$ cat src/rtl/hsv_knn_pkg.sv
`timescale 1ns / 1ps
// ----------------------------------------------------------------------------
// hsv_knn_pkg
// Shared types and constants of the HSV nearest-neighbor color classifier.
// ----------------------------------------------------------------------------
package hsv_knn_pkg;

    localparam int HUE_W   = 8;
    localparam int LABEL_W = 4;
    localparam int VOTES_W = 4;
    localparam int CAT_W   = 2;
    localparam int ADDR_W  = 3;

    localparam logic [HUE_W-1:0] HUE_TOP     = 8'd180;
    localparam logic [7:0]       BLACK_V_MAX = 8'd46;
    localparam logic [7:0]       GRAY_V_MAX  = 8'd220;
    localparam logic [7:0]       GRAY_S_MAX  = 8'd43;
    localparam logic [7:0]       WHITE_V_MIN = 8'd221;
    localparam logic [7:0]       WHITE_S_MAX = 8'd30;

    localparam logic [3:0] NC_RESET = 4'd5;
    localparam logic [8:0] EU_RESET = 9'd165;

    localparam logic KIND_LOAD     = 1'b0;
    localparam logic KIND_CLASSIFY = 1'b1;

    localparam logic REG_NEIGHBOUR_COUNT = 1'b0;
    localparam logic REG_ENTRIES_IN_USE  = 1'b1;

    typedef enum logic [CAT_W-1:0] {
        CAT_BLACK = 2'd0,
        CAT_GRAY  = 2'd1,
        CAT_WHITE = 2'd2,
        CAT_KNN   = 2'd3
    } category_t;

    typedef enum logic [1:0] {
        ST_IDLE,
        ST_SCAN,
        ST_VOTE,
        ST_DONE
    } state_t;

endpackage

$ cat src/rtl/hsv_knn_color_classifier.sv
`timescale 1ns / 1ps
// ----------------------------------------------------------------------------
// hsv_knn_color_classifier
// Load word: one per cycle while idle, writes one entry of the training memory.
// Band classify: result registered from ST_DONE once the output is free, then next word.
// Nearest-neighbor classify: scans n entries, one memory read per cycle, then votes
// over the list slots before ST_DONE; next word taken back in ST_IDLE; n = entries in use.
// Reset clears control, valid bits and registers (5, 165); memory is not reset.
// ----------------------------------------------------------------------------
module hsv_knn_color_classifier
    import hsv_knn_pkg::*;
#(
    parameter int MAX_ENTRIES    = 256,
    parameter int MAX_NEIGHBOURS = 8
)
(
    input  logic                clk,
    input  logic                rst_n,

    input  logic                item_valid,
    output logic                item_ready,
    input  logic                kind,
    input  logic [7:0]          entry_index,
    input  logic [LABEL_W-1:0]  entry_label,
    input  logic [HUE_W-1:0]    entry_hue,
    input  logic [HUE_W-1:0]    query_hue,
    input  logic [7:0]          query_sat,
    input  logic [7:0]          query_value,

    output logic                result_valid,
    input  logic                result_ready,
    output logic [CAT_W-1:0]    category,
    output logic [LABEL_W-1:0]  label,
    output logic [VOTES_W-1:0]  votes,

    input  logic                psel,
    input  logic                penable,
    input  logic                pwrite,
    input  logic [ADDR_W-1:0]   paddr,
    input  logic [31:0]         pwdata,
    output logic [31:0]         prdata,
    output logic                pready
);

    localparam int IW = (MAX_ENTRIES > 1) ? $clog2(MAX_ENTRIES) : 1;
    localparam int NB = MAX_NEIGHBOURS;
    localparam int KW = $clog2(NB + 1);
    localparam int VW = (NB > 1) ? $clog2(NB) : 1;
    localparam int MW = LABEL_W + HUE_W;

    // training memory: {label, hue}
    logic [MW-1:0] mem [MAX_ENTRIES];
    logic [MW-1:0] rd_data_reg;

    state_t state_reg, state_next;

    logic [3:0]  nc_reg;
    logic [8:0]  eu_reg;

    logic [KW-1:0]      k_reg;
    logic [IW-1:0]      last_reg;
    logic [IW-1:0]      rd_addr_reg;
    logic               issue_reg;
    logic               pend_reg;
    logic [HUE_W-1:0]   qh_reg;
    logic [CAT_W-1:0]   pcat_reg;

    logic [NB-1:0]      nv_reg;
    logic [HUE_W-1:0]   dist_reg [NB];
    logic [LABEL_W-1:0] lab_reg  [NB];

    logic [VW-1:0]      vi_reg;
    logic [KW-1:0]      best_votes_reg;
    logic [LABEL_W-1:0] best_label_reg;

    logic               result_valid_reg;
    logic [CAT_W-1:0]   category_reg;
    logic [LABEL_W-1:0] label_reg;
    logic [VOTES_W-1:0] votes_reg;

    logic cfg_we;
    logic accept;
    logic load_we;
    logic start_classify;
    logic out_free;
    logic scan_end;
    logic vote_end;

    logic [31:0]        n_calc;
    logic [31:0]        k_calc;
    logic [HUE_W-1:0]   qh_sat;
    logic [HUE_W-1:0]   ehue_sat;
    logic [CAT_W-1:0]   band_cat;
    logic               band_hit;

    logic [HUE_W-1:0]   th;
    logic [HUE_W-1:0]   d;
    logic [NB-1:0]      le;
    logic [NB-1:0]      take_new;
    logic [NB-1:0]      shift_in;

    logic [LABEL_W-1:0] cur_lab;
    logic [KW-1:0]      cnt;
    logic               seen;

    // ------------------------------------------------------------------
    // configuration port
    // ------------------------------------------------------------------
    assign pready = 1'b1;
    assign cfg_we = psel & penable & pwrite & pready;

    always_comb
    begin
        if (paddr[2] == REG_NEIGHBOUR_COUNT)
        begin
            prdata = {28'd0, nc_reg};
        end
        else
        begin
            prdata = {23'd0, eu_reg};
        end
    end

    always_ff @(posedge clk or negedge rst_n)
    begin
        if (!rst_n)
        begin
            nc_reg <= NC_RESET;
            eu_reg <= EU_RESET;
        end
        else if (cfg_we)
        begin
            if (paddr[2] == REG_NEIGHBOUR_COUNT)
            begin
                nc_reg <= pwdata[3:0];
            end
            else
            begin
                eu_reg <= pwdata[8:0];
            end
        end
    end

    // ------------------------------------------------------------------
    // input decode
    // ------------------------------------------------------------------
    assign accept         = item_valid & item_ready;
    assign load_we        = accept && (kind == KIND_LOAD) && (32'(entry_index) < MAX_ENTRIES);
    assign start_classify = accept && (kind == KIND_CLASSIFY);
    assign out_free       = !result_valid_reg || result_ready;
    assign scan_end       = !issue_reg && !pend_reg;
    assign vote_end       = (vi_reg == VW'(NB - 1));

    assign qh_sat   = (query_hue > HUE_TOP) ? HUE_TOP : query_hue;
    assign ehue_sat = (entry_hue > HUE_TOP) ? HUE_TOP : entry_hue;

    always_comb
    begin
        band_hit = 1'b1;
        band_cat = CAT_KNN;
        if (query_value <= BLACK_V_MAX)
        begin
            band_cat = CAT_BLACK;
        end
        else if (query_value <= GRAY_V_MAX && query_sat <= GRAY_S_MAX)
        begin
            band_cat = CAT_GRAY;
        end
        else if (query_value >= WHITE_V_MIN && query_sat <= WHITE_S_MAX)
        begin
            band_cat = CAT_WHITE;
        end
        else
        begin
            band_hit = 1'b0;
        end
    end

    always_comb
    begin
        n_calc = 32'(eu_reg);
        if (n_calc == 0)
        begin
            n_calc = 1;
        end
        else if (n_calc > MAX_ENTRIES)
        begin
            n_calc = MAX_ENTRIES;
        end
        k_calc = 32'(nc_reg);
        if (k_calc == 0)
        begin
            k_calc = 1;
        end
        else if (k_calc > NB)
        begin
            k_calc = NB;
        end
        if (k_calc > n_calc)
        begin
            k_calc = n_calc;
        end
    end

    // ------------------------------------------------------------------
    // training memory
    // ------------------------------------------------------------------
    always_ff @(posedge clk)
    begin
        if (load_we)
        begin
            mem[IW'(entry_index)] <= {entry_label, ehue_sat};
        end
        rd_data_reg <= mem[rd_addr_reg];
    end

    // ------------------------------------------------------------------
    // state machine
    // ------------------------------------------------------------------
    always_comb
    begin
        state_next = state_reg;
        case (state_reg)
            ST_IDLE:
            begin
                if (start_classify)
                begin
                    state_next = band_hit ? ST_DONE : ST_SCAN;
                end
            end
            ST_SCAN:
            begin
                if (scan_end)
                begin
                    state_next = ST_VOTE;
                end
            end
            ST_VOTE:
            begin
                if (vote_end)
                begin
                    state_next = ST_DONE;
                end
            end
            ST_DONE:
            begin
                if (out_free)
                begin
                    state_next = ST_IDLE;
                end
            end
            default:
            begin
                state_next = ST_IDLE;
            end
        endcase
    end

    always_comb
    begin
        item_ready = 1'b0;
        case (state_reg)
            ST_IDLE:  item_ready = 1'b1;
            default:  item_ready = 1'b0;
        endcase
    end

    always_ff @(posedge clk or negedge rst_n)
    begin
        if (!rst_n)
        begin
            state_reg <= ST_IDLE;
        end
        else
        begin
            state_reg <= state_next;
        end
    end

    // ------------------------------------------------------------------
    // scan: read one entry per cycle, insert into sorted nearest list
    // ------------------------------------------------------------------
    assign th = rd_data_reg[HUE_W-1:0];
    assign d  = (th > qh_reg) ? (th - qh_reg) : (qh_reg - th);

    always_comb
    begin
        for (int j = 0; j < NB; j++)
        begin
            le[j] = nv_reg[j] && (dist_reg[j] <= d);
        end
        for (int j = 0; j < NB; j++)
        begin
            if (j == 0)
            begin
                take_new[j] = (32'(k_reg) > j) && !le[j];
                shift_in[j] = 1'b0;
            end
            else
            begin
                take_new[j] = (32'(k_reg) > j) && le[j-1] && !le[j];
                shift_in[j] = (32'(k_reg) > j) && !le[j-1];
            end
        end
    end

    always_ff @(posedge clk or negedge rst_n)
    begin
        if (!rst_n)
        begin
            issue_reg   <= 1'b0;
            pend_reg    <= 1'b0;
            rd_addr_reg <= '0;
            nv_reg      <= '0;
        end
        else
        begin
            pend_reg <= issue_reg;
            if (start_classify)
            begin
                issue_reg   <= !band_hit;
                rd_addr_reg <= '0;
                nv_reg      <= '0;
            end
            else if (issue_reg)
            begin
                if (rd_addr_reg == last_reg)
                begin
                    issue_reg <= 1'b0;
                end
                else
                begin
                    rd_addr_reg <= rd_addr_reg + 1'b1;
                end
            end
            if (pend_reg)
            begin
                for (int j = 0; j < NB; j++)
                begin
                    if (take_new[j])
                    begin
                        nv_reg[j] <= 1'b1;
                    end
                    else if (shift_in[j])
                    begin
                        nv_reg[j] <= nv_reg[j-1];
                    end
                end
            end
        end
    end

    always_ff @(posedge clk)
    begin
        if (start_classify)
        begin
            qh_reg   <= qh_sat;
            k_reg    <= KW'(k_calc);
            last_reg <= IW'(n_calc - 1);
            pcat_reg <= band_cat;
        end
        if (pend_reg)
        begin
            for (int j = 0; j < NB; j++)
            begin
                if (take_new[j])
                begin
                    dist_reg[j] <= d;
                    lab_reg[j]  <= rd_data_reg[MW-1:HUE_W];
                end
                else if (shift_in[j])
                begin
                    dist_reg[j] <= dist_reg[j-1];
                    lab_reg[j]  <= lab_reg[j-1];
                end
            end
        end
    end

    // ------------------------------------------------------------------
    // vote: one list slot per cycle, first occurrence of a label counts
    // ------------------------------------------------------------------
    assign cur_lab = lab_reg[vi_reg];

    always_comb
    begin
        cnt  = '0;
        seen = 1'b0;
        for (int j = 0; j < NB; j++)
        begin
            if (nv_reg[j] && (lab_reg[j] == cur_lab))
            begin
                cnt = cnt + 1'b1;
                if (j < 32'(vi_reg))
                begin
                    seen = 1'b1;
                end
            end
        end
    end

    always_ff @(posedge clk or negedge rst_n)
    begin
        if (!rst_n)
        begin
            vi_reg <= '0;
        end
        else if (start_classify)
        begin
            vi_reg <= '0;
        end
        else if (state_reg == ST_VOTE && !vote_end)
        begin
            vi_reg <= vi_reg + 1'b1;
        end
    end

    always_ff @(posedge clk)
    begin
        if (start_classify)
        begin
            best_votes_reg <= '0;
            best_label_reg <= '0;
        end
        else if (state_reg == ST_VOTE && nv_reg[vi_reg] && !seen && cnt > best_votes_reg)
        begin
            best_votes_reg <= cnt;
            best_label_reg <= cur_lab;
        end
    end

    // ------------------------------------------------------------------
    // output register
    // ------------------------------------------------------------------
    always_ff @(posedge clk or negedge rst_n)
    begin
        if (!rst_n)
        begin
            result_valid_reg <= 1'b0;
        end
        else if (state_reg == ST_DONE && out_free)
        begin
            result_valid_reg <= 1'b1;
        end
        else if (result_ready)
        begin
            result_valid_reg <= 1'b0;
        end
    end

    always_ff @(posedge clk)
    begin
        if (state_reg == ST_DONE && out_free)
        begin
            category_reg <= pcat_reg;
            label_reg    <= best_label_reg;
            votes_reg    <= VOTES_W'(best_votes_reg);
        end
    end

    assign result_valid = result_valid_reg;
    assign category     = category_reg;
    assign label        = label_reg;
    assign votes        = votes_reg;

endmodule

$ cat config.mk
export PLATFORM = sky130hd
export DESIGN_NAME = hsv_knn_color_classifier
export DESIGN_NICKNAME = d
export VERILOG_FILES = /design/src/rtl/hsv_knn_pkg.sv /design/src/rtl/hsv_knn_color_classifier.sv
export SDC_FILE = /design/constraint.sdc
export NUM_CORES = 2
export LEC_CHECK = 0
export BUFFER_PORTS_ARGS = -buffer_cell sky130_fd_sc_hd__buf_2
export CAP_MARGIN = 40
export CORE_MARGIN = 1.5
export CORE_UTILIZATION = 45
export DETAILED_ROUTE_END_ITERATION = 7
export PLACE_DENSITY = 0.59
export SLEW_MARGIN = 20
export SYNTH_ARGS = -nofsm -noshare
export SYNTH_HDL_FRONTEND = slang
export SYNTH_SLANG_ARGS = --single-unit
$ cat constraint.sdc
create_clock -name clk -period 10.9 [get_ports clk]
set_input_delay 2.18 -clock clk [delete_from_list [all_inputs] [get_ports clk]]
set_output_delay 2.18 -clock clk [all_outputs]
set_load 0.01 [all_outputs]
Word level (Yosys, flattened, before mapping)
Memory sizes are Yosys's and may differ from the RTL's. A register that Yosys moved wholly into a read port is not among the register bits.
Index checks and enable logic that the tools add are counted.
{"block": "word_totals", "memories": 3, "regBits": 77, "mem_bits_rw": 3168}
{"block": "op_classes", "n_eq_ne": 18, "reduce_logical": 74, "order_cmp": 36, "add_sub_neg": 12, "bitwise_logic": 19, "mux": 139}
{"name": "mem", "depth": 256, "width": 12, "rd": 1, "rd_clocked_by_memory_dff": 1, "wr": 1, "line_no": "hsv_knn_color_classifier.sv:52", "text": "logic [MW-1:0] mem [MAX_ENTRIES];"}
{"name": "dist_reg", "depth": 8, "width": 8, "rd": 8, "rd_clocked_by_memory_dff": 0, "wr": 8, "line_no": "hsv_knn_color_classifier.sv:69", "text": "logic [HUE_W-1:0] dist_reg [NB];"}
{"name": "lab_reg", "depth": 8, "width": 4, "rd": 9, "rd_clocked_by_memory_dff": 0, "wr": 8, "line_no": "hsv_knn_color_classifier.sv:70", "text": "logic [LABEL_W-1:0] lab_reg [NB];"}
{"operator": "$mux 8", "count": 14}
{"operator": "$mux 1", "count": 96}
{"operator": "$mux 4", "count": 17}
{"operator": "$le 8x8->1", "count": 8}
{"operator": "$logic_and 1x1->1", "count": 48}
{"operator": "$eq 4x4->1", "count": 8}
{"operator": "$add 4x1->4 const B", "count": 7}
{"operator": "$mux 9", "count": 3}
{"operator": "$gt 4x3->1 const B", "count": 4}
{"operator": "$gt 8x8->1 const B", "count": 2}
{"operator": "$le 8x6->1 const B", "count": 2}
{"operator": "$sub 8x8->8", "count": 2}
{"operator": "$logic_not 1->1", "count": 14}
{"operator": "$or 1x1->1", "count": 14}
{"operator": "$mux 2", "count": 5}
{"operator": "$ne 2x2->1 const B", "count": 5}
{"operator": "$gt 4x9->1", "count": 1}
{"operator": "$gt 9x9->1 const B", "count": 1}
{"operator": "$logic_not 9->1", "count": 1}
{"operator": "$lt 3x3->1 const A", "count": 3}
{"operator": "$add 8x1->8 const B", "count": 1}
{"operator": "$eq 8x8->1", "count": 1}
{"operator": "$ge 8x8->1 const B", "count": 1}
{"operator": "$gt 4x1->1 const B", "count": 2}
{"operator": "other kinds (26)", "count": 38}

Logic depth before layout (Yosys ltp)
An unclocked memory read counts as a cell.
{"block": "logic_depth", "ltp_word": 20, "depth_mapped": 33, "mapped_depth_nobuf": 31}

Least setup slack after synthesis
Ideal clock, no wire load.
{"block": "synth_path", "kind": "input to register", "from": "in entry_hue[7]", "to": "mem mem[0][6] (netlist bit), data pin", "arrival_ps": 8476, "n_path_buf": 0, "path_slack_ps": 954, "t_required_ps": 9431, "setup_time_ps": 1469, "path_stages": 1, "path_cell_list": "nor2b_1"}
{"block": "synth_via", "elab_chain_cells": 2}
{"item": "start: declaration", "line_no": "hsv_knn_color_classifier.sv:25", "text": "input logic [HUE_W-1:0] entry_hue,"}
{"item": "$gt 8x8->1", "line_no": "hsv_knn_color_classifier.sv:155", "text": "assign ehue_sat = (entry_hue > HUE_TOP) ? HUE_TOP : entry_hue;"}
{"item": "$mux 8", "line_no": "hsv_knn_color_classifier.sv:155"}
{"item": "end: declaration", "line_no": "hsv_knn_color_classifier.sv:52"}
No other way between the ends.

Final worst setup path
{"block": "layout_path", "from": "reg vi_reg[1]", "to": "reg best_label_reg[3]"}
{"block": "layout_via", "elab_chain_cells": 20, "elab_cells_between_ends": 60, "classes_between": "add/sub (7); order compare (8); eq/ne (8); mux (24); reduce/logical (12); memory (1)"}
{"item": "start: declaration", "line_no": "hsv_knn_color_classifier.sv:72", "text": "logic [VW-1:0] vi_reg;"}
{"item": "start signal: assignment", "line_no": "hsv_knn_color_classifier.sv:414", "text": "vi_reg <= vi_reg + 1'b1;"}
{"item": "$mem_v2 8x4 (*)"}
{"item": "$eq 4x4->1", "line_no": "hsv_knn_color_classifier.sv:391", "text": "if (nv_reg[j] && (lab_reg[j] == cur_lab))"}
{"item": "$logic_and 1x1->1", "line_no": "hsv_knn_color_classifier.sv:391"}
{"item": "$mux 1", "line_no": "hsv_knn_color_classifier.sv:391"}
{"item": "$add 4x1->4", "line_no": "hsv_knn_color_classifier.sv:393", "text": "cnt = cnt + 1'b1;"}
{"item": "$mux 4", "line_no": "hsv_knn_color_classifier.sv:391"}
{"item": "$add 4x1->4", "line_no": "hsv_knn_color_classifier.sv:393"}
{"item": "$mux 4", "line_no": "hsv_knn_color_classifier.sv:391"}
{"item": "(+5 left out)"}
{"item": "$mux 4", "line_no": "hsv_knn_color_classifier.sv:391"}
{"item": "$add 4x1->4", "line_no": "hsv_knn_color_classifier.sv:393"}
{"item": "$mux 4", "line_no": "hsv_knn_color_classifier.sv:391"}
{"item": "$add 4x1->4", "line_no": "hsv_knn_color_classifier.sv:393"}
{"item": "$mux 4 (*)", "line_no": "hsv_knn_color_classifier.sv:391"}
{"item": "via cnt[1]", "line_no": "hsv_knn_color_classifier.sv:103", "text": "logic [KW-1:0] cnt;"}
{"item": "$gt 4x4->1 (*)", "line_no": "hsv_knn_color_classifier.sv:425", "text": "else if (state_reg == ST_VOTE && nv_reg[vi_reg] && !seen && cnt > best_votes_reg)"}
{"item": "$logic_and 1x1->1 (*)", "line_no": "hsv_knn_color_classifier.sv:425"}
{"item": "end signal: assignment", "line_no": "hsv_knn_color_classifier.sv:428", "text": "best_label_reg <= cur_lab;"}
{"item": "end: declaration", "line_no": "hsv_knn_color_classifier.sv:74", "text": "logic [LABEL_W-1:0] best_label_reg;"}
The timed path passes the listed nets; every way through them passes the cells marked *. The select of a mux whose other input is x is not followed.
A chain may end at the register's enable or synchronous reset.

==> results by stage <==
Synthesis:
- The total of warnings raised by yosys is 0.
- Sorting the synthesized cells by area gives the leading types as sky130_fd_sc_hd__edfxtp_1, sky130_fd_sc_hd__mux4_2, sky130_fd_sc_hd__ha_1.
- The register bit total from synthesis is 3257.
- The sequential element share of the synthesized area is 0.755.
- The average footprint of a synthesized cell is 22.6 um2.
- The synthesized design contains 3200 enable-type register cells.
- The count of mapped cells out of synthesis is 5707.
- After synthesis the cells add up to 129000 um2.
- The netlist uses 76 different library cells.
- The most common cell in the synthesized netlist is sky130_fd_sc_hd__edfxtp_1.
- The area share of the largest cell type after synthesis is 0.745.
- For this run, asynchronously set or reset flops after synthesis account for 0.0114.
- The most used flip-flop cell after synthesis is sky130_fd_sc_hd__edfxtp_1.
- The largest total area in the synthesized netlist belongs to sky130_fd_sc_hd__edfxtp_1.
- The commonest cells after synthesis are sky130_fd_sc_hd__edfxtp_1, sky130_fd_sc_hd__mux4_2, sky130_fd_sc_hd__nor2_1.

Floorplan:
- The die boundary height is 538 um.
- Row generation in the floorplan step produced 196 rows.
- The floorplan step defined a die boundary enclosing 290000 um2.
- The initial standard-cell utilization of the core is 0.452.
- The overall die width is 538 um.
- The core region is 285000 um2.
- The number of top-level pins is 132.

Power and ir drop:
- Of the total power, combinational logic draws 0.309.
- Of the total power, registers draw 0.390.
- The internal power of the cells totals 26.2 mW.
- In this run the power density over the cells is 256 nW/um2.
- The clock share of power is 0.301.
- Of the total power, the share spent switching nets is 0.306.
- The switching component of the power is 11.6 mW.
- After layout, the design draws a total of 37.8 mW.
- The static leakage power is 46.2 nW.
- The maximum vdd ir drop is 181 uV.

Worst setup path:
- The critical path start-end classification is reg2reg.
- The endpoint class of the critical path is a flop.
- The worst setup path is launched from a flop.
- For this design, the slowest cell found on the critical path is sky130_fd_sc_hd__dfrtp_1.
- The required time reported for the critical path endpoint is 11.70 ns.
- STA puts the critical path data arrival time at 8.55 ns.
- In this run the critical register-to-register path is captured at best_label_reg[3].
- The number of cells on the worst reg-to-reg path is 29.
- The highest net fanout along the worst path is 16.
- The startpoint identified for the worst register-to-register timing path is vi_reg[1].
- The most numerous cell on the critical path is sky130_fd_sc_hd__ha_1.
- The worst register-to-register path has a setup slack of 3.15 ns.
- On the worst path, the slowest cell contributes a delay of 0.75 ns.

Timing:
- The final worst-path setup slack is 3.15 ns.
- The transition time of the tightest slew-check pin is 1.31 ns.
- The upper clock frequency limit is 129 MHz.
- The maximum clock skew at final layout is 0.0765 ns.
- The total negative slack is 0 ns.
- The worst slew margin relative to its limit is 0.126.
- Setup violations remaining at the end of the flow were counted as 0.
- The clock period minus final worst setup slack is 7.75 ns.
- Setup repair after global routing left no endpoint under its margin.
- The final number of hold-violating endpoints was 0.
- The count of pins over their slew limit is 0.
- The tightest hold path in the finished design has a slack of 0.420 ns.
- The ratio of final minimum period to clock period is 0.711.

Outcome:
- The flow ran to the end, and the final reports show no timing, DRC or antenna violations.

Cells and area:
- The share of post-route cells with drive strength above 1 is 0.335.
- The count of cells in the finished layout, fillers not included, comes to 10200.
- For this run, the share of the core covered by cells in the final layout is 0.517.
- The register with the most flip-flops in the layout has 3072 of them.
- The final layout contains 6356 nets.
- The signed area change from the synthesized netlist to the final layout is 14.4%.
- Summing all non-filler instances in the final layout gives an area of 148000 um2.

Placed design:
- The total instance count after detailed placement is 9561.
- Detailed placement finished with a half-perimeter wire length of 188 mm.
- The placer's final routability congestion estimate is 0.808.
- The instance area at placement is 136000 um2.
- The worst setup slack after placement is 3.18 ns.
- In this run the tool buffered the top-level ports with 82 buffer cells.

Route:
- The violation count after the first detailed-route iteration is 6902.
- The detailed-route wire length is 313 mm.
- The count of antenna-violating nets left after detailed routing is 0.
- The number of iterations in the first detailed-routing pass is 5.
- For this run, design rule violations remaining after detail routing come to 0.
- Across all layers, the routed design uses 60300 vias.
- The via density per instance is 5.91.
- The final routed wire length divided by cell count is 30.6 um.

Clock tree:
- Clock latency on the worst-skew pair, taken at its later pin, is 0.94 ns.
- The number of hold buffers added after CTS was 0.
- CTS placed an instance of sky130_fd_sc_hd__clkbuf_16 at the clock tree root.
- TritonCTS built the clock tree.
- TritonCTS created 344 clock buffers.
- The count of instances resized after the clock tree is built is 0.
- The count of buffers added by post-CTS timing repair for setup is 0.
- Counting every sink on the clock net gives 3257.
- The clock passes through at most 4 buffers.
- After clock tree synthesis, the clock-pin slew on the worst setup and hold paths is 0.05 ns.
- The maximum level of the CTS H-tree is 5.

Global routing:
- The global-route wire length before repair is 450 mm.
- The global route total overflow is 0.
- The total routing resource utilization after global routing is 0.215.
- The number of global-route vias before repair came to 61500.
- The number of antenna violations at the first check in global routing is 24.
- Entering global routing, the biggest net connects 207 pins.

Run:
- Max-cap violations in this run came to 0.

Worst hold path:
- Along the worst hold path, the cell count comes to 0.
- The path class of the tightest hold or removal check is reg2reg.
- The worst hold path terminates at category[0].
- The hold path startpoint is pcat_reg[0].
-- critical path: cells and delay by family (launching register included) --
kind | cells | cell delay (ns)
buffers and inverters | 2 | 0.32
flip-flops | 1 | 0.75
adder cells (fa/ha/maj) | 5 | 1.67
XOR/XNOR | 2 | 0.25
AND/OR/NAND/NOR | 7 | 1.26
AO/OA/AOI/OAI | 9 | 1.89
multiplexers | 4 | 1.53
-- final cells by class --
class | count | area (um2)
fill | 22000 | 138000
timing repair buffer | 405 | 3800
antenna | 10 | 25.0
clock inverter | 191 | 1800
sequential | 3257 | 97400
multi-input combinational | 2098 | 30500
clock buffer | 431 | 9080
inverter | 60 | 225
tap | 3762 | 4710
-- per-layer routing --
layer  wire length [um]  track usage  vias to the layer above
li1                   -            -                    25000
met1             130000        0.308                    32800
met2             154000        0.352                     2151
met3              21700       0.0329                      423
met4               7060       0.0466                        2
met5                 13            0                        -
-- kinds of logic (layout without fill, tap and decap cells) --
logic type      count (synthesis)  in the layout  synth area share
other cells                     2             34         0.0000582
compound gates                194            194           0.00949
flops                        3257           3257             0.755
xor+xnor                       66             66           0.00491
fa+ha+maj                     103            103            0.0101
mux                          1140           1140             0.189
buf+inv                       374           1087            0.0118
simple gates                  571            571            0.0197
-- power groups by stage --
stage	Combinational, mW	Clock (mW)	Sequential (mW)
after floorplan	7.88	0	14.7
after global placement	11.6	0	15.0
after detailed placement	11.8	0	15.0
after CTS	11.8	11.6	14.7
after global routing	12.4	12.0	14.8
final	11.7	11.4	14.7
-- placed cells by master (no fill, tap or decap), drive strengths merged, types with 8 or more instances in the layout --
| cell | instances |
|---|---|
| conb | 24 |
| clkinv | 152 |
| or2 | 9 |
| xor2 | 27 |
| nand2 | 92 |
| nand3 | 29 |
| and2 | 17 |
| diode | 10 |
| ha | 101 |
| o21ai | 56 |
| a21oi | 55 |
| clkbuf | 431 |
| nor2 | 326 |
| bufinv | 25 |
| a21o | 13 |
| nand2b | 20 |
| inv | 70 |
| mux2 | 93 |
| mux4 | 1023 |
| nor3 | 8 |
| mux2i | 24 |
| o21a | 13 |
| dfxtp | 20 |
| xnor2 | 37 |
| dfrtp | 31 |
| edfxtp | 3200 |
| nand4 | 20 |
| buf | 405 |
| nor2b | 25 |
| a21boi | 9 |
-- worst max-delay path by stage --
stage	startpoint	depth (start not counted)	to	slack, ns
after floorplan	entry_hue[7]	1	mem[0][6]	0.95
after global placement	vi_reg[0]	29	best_label_reg[3]	3.15
after detailed placement	vi_reg[1]	29	best_votes_reg[0]	3.18
final	vi_reg[1]	29	best_label_reg[3]	3.15
after CTS	vi_reg[1]	29	best_label_reg[3]	3.15
after global routing	vi_reg[1]	29	best_label_reg[2]	2.57
Note: power is estimated with default switching activity, not from simulation.
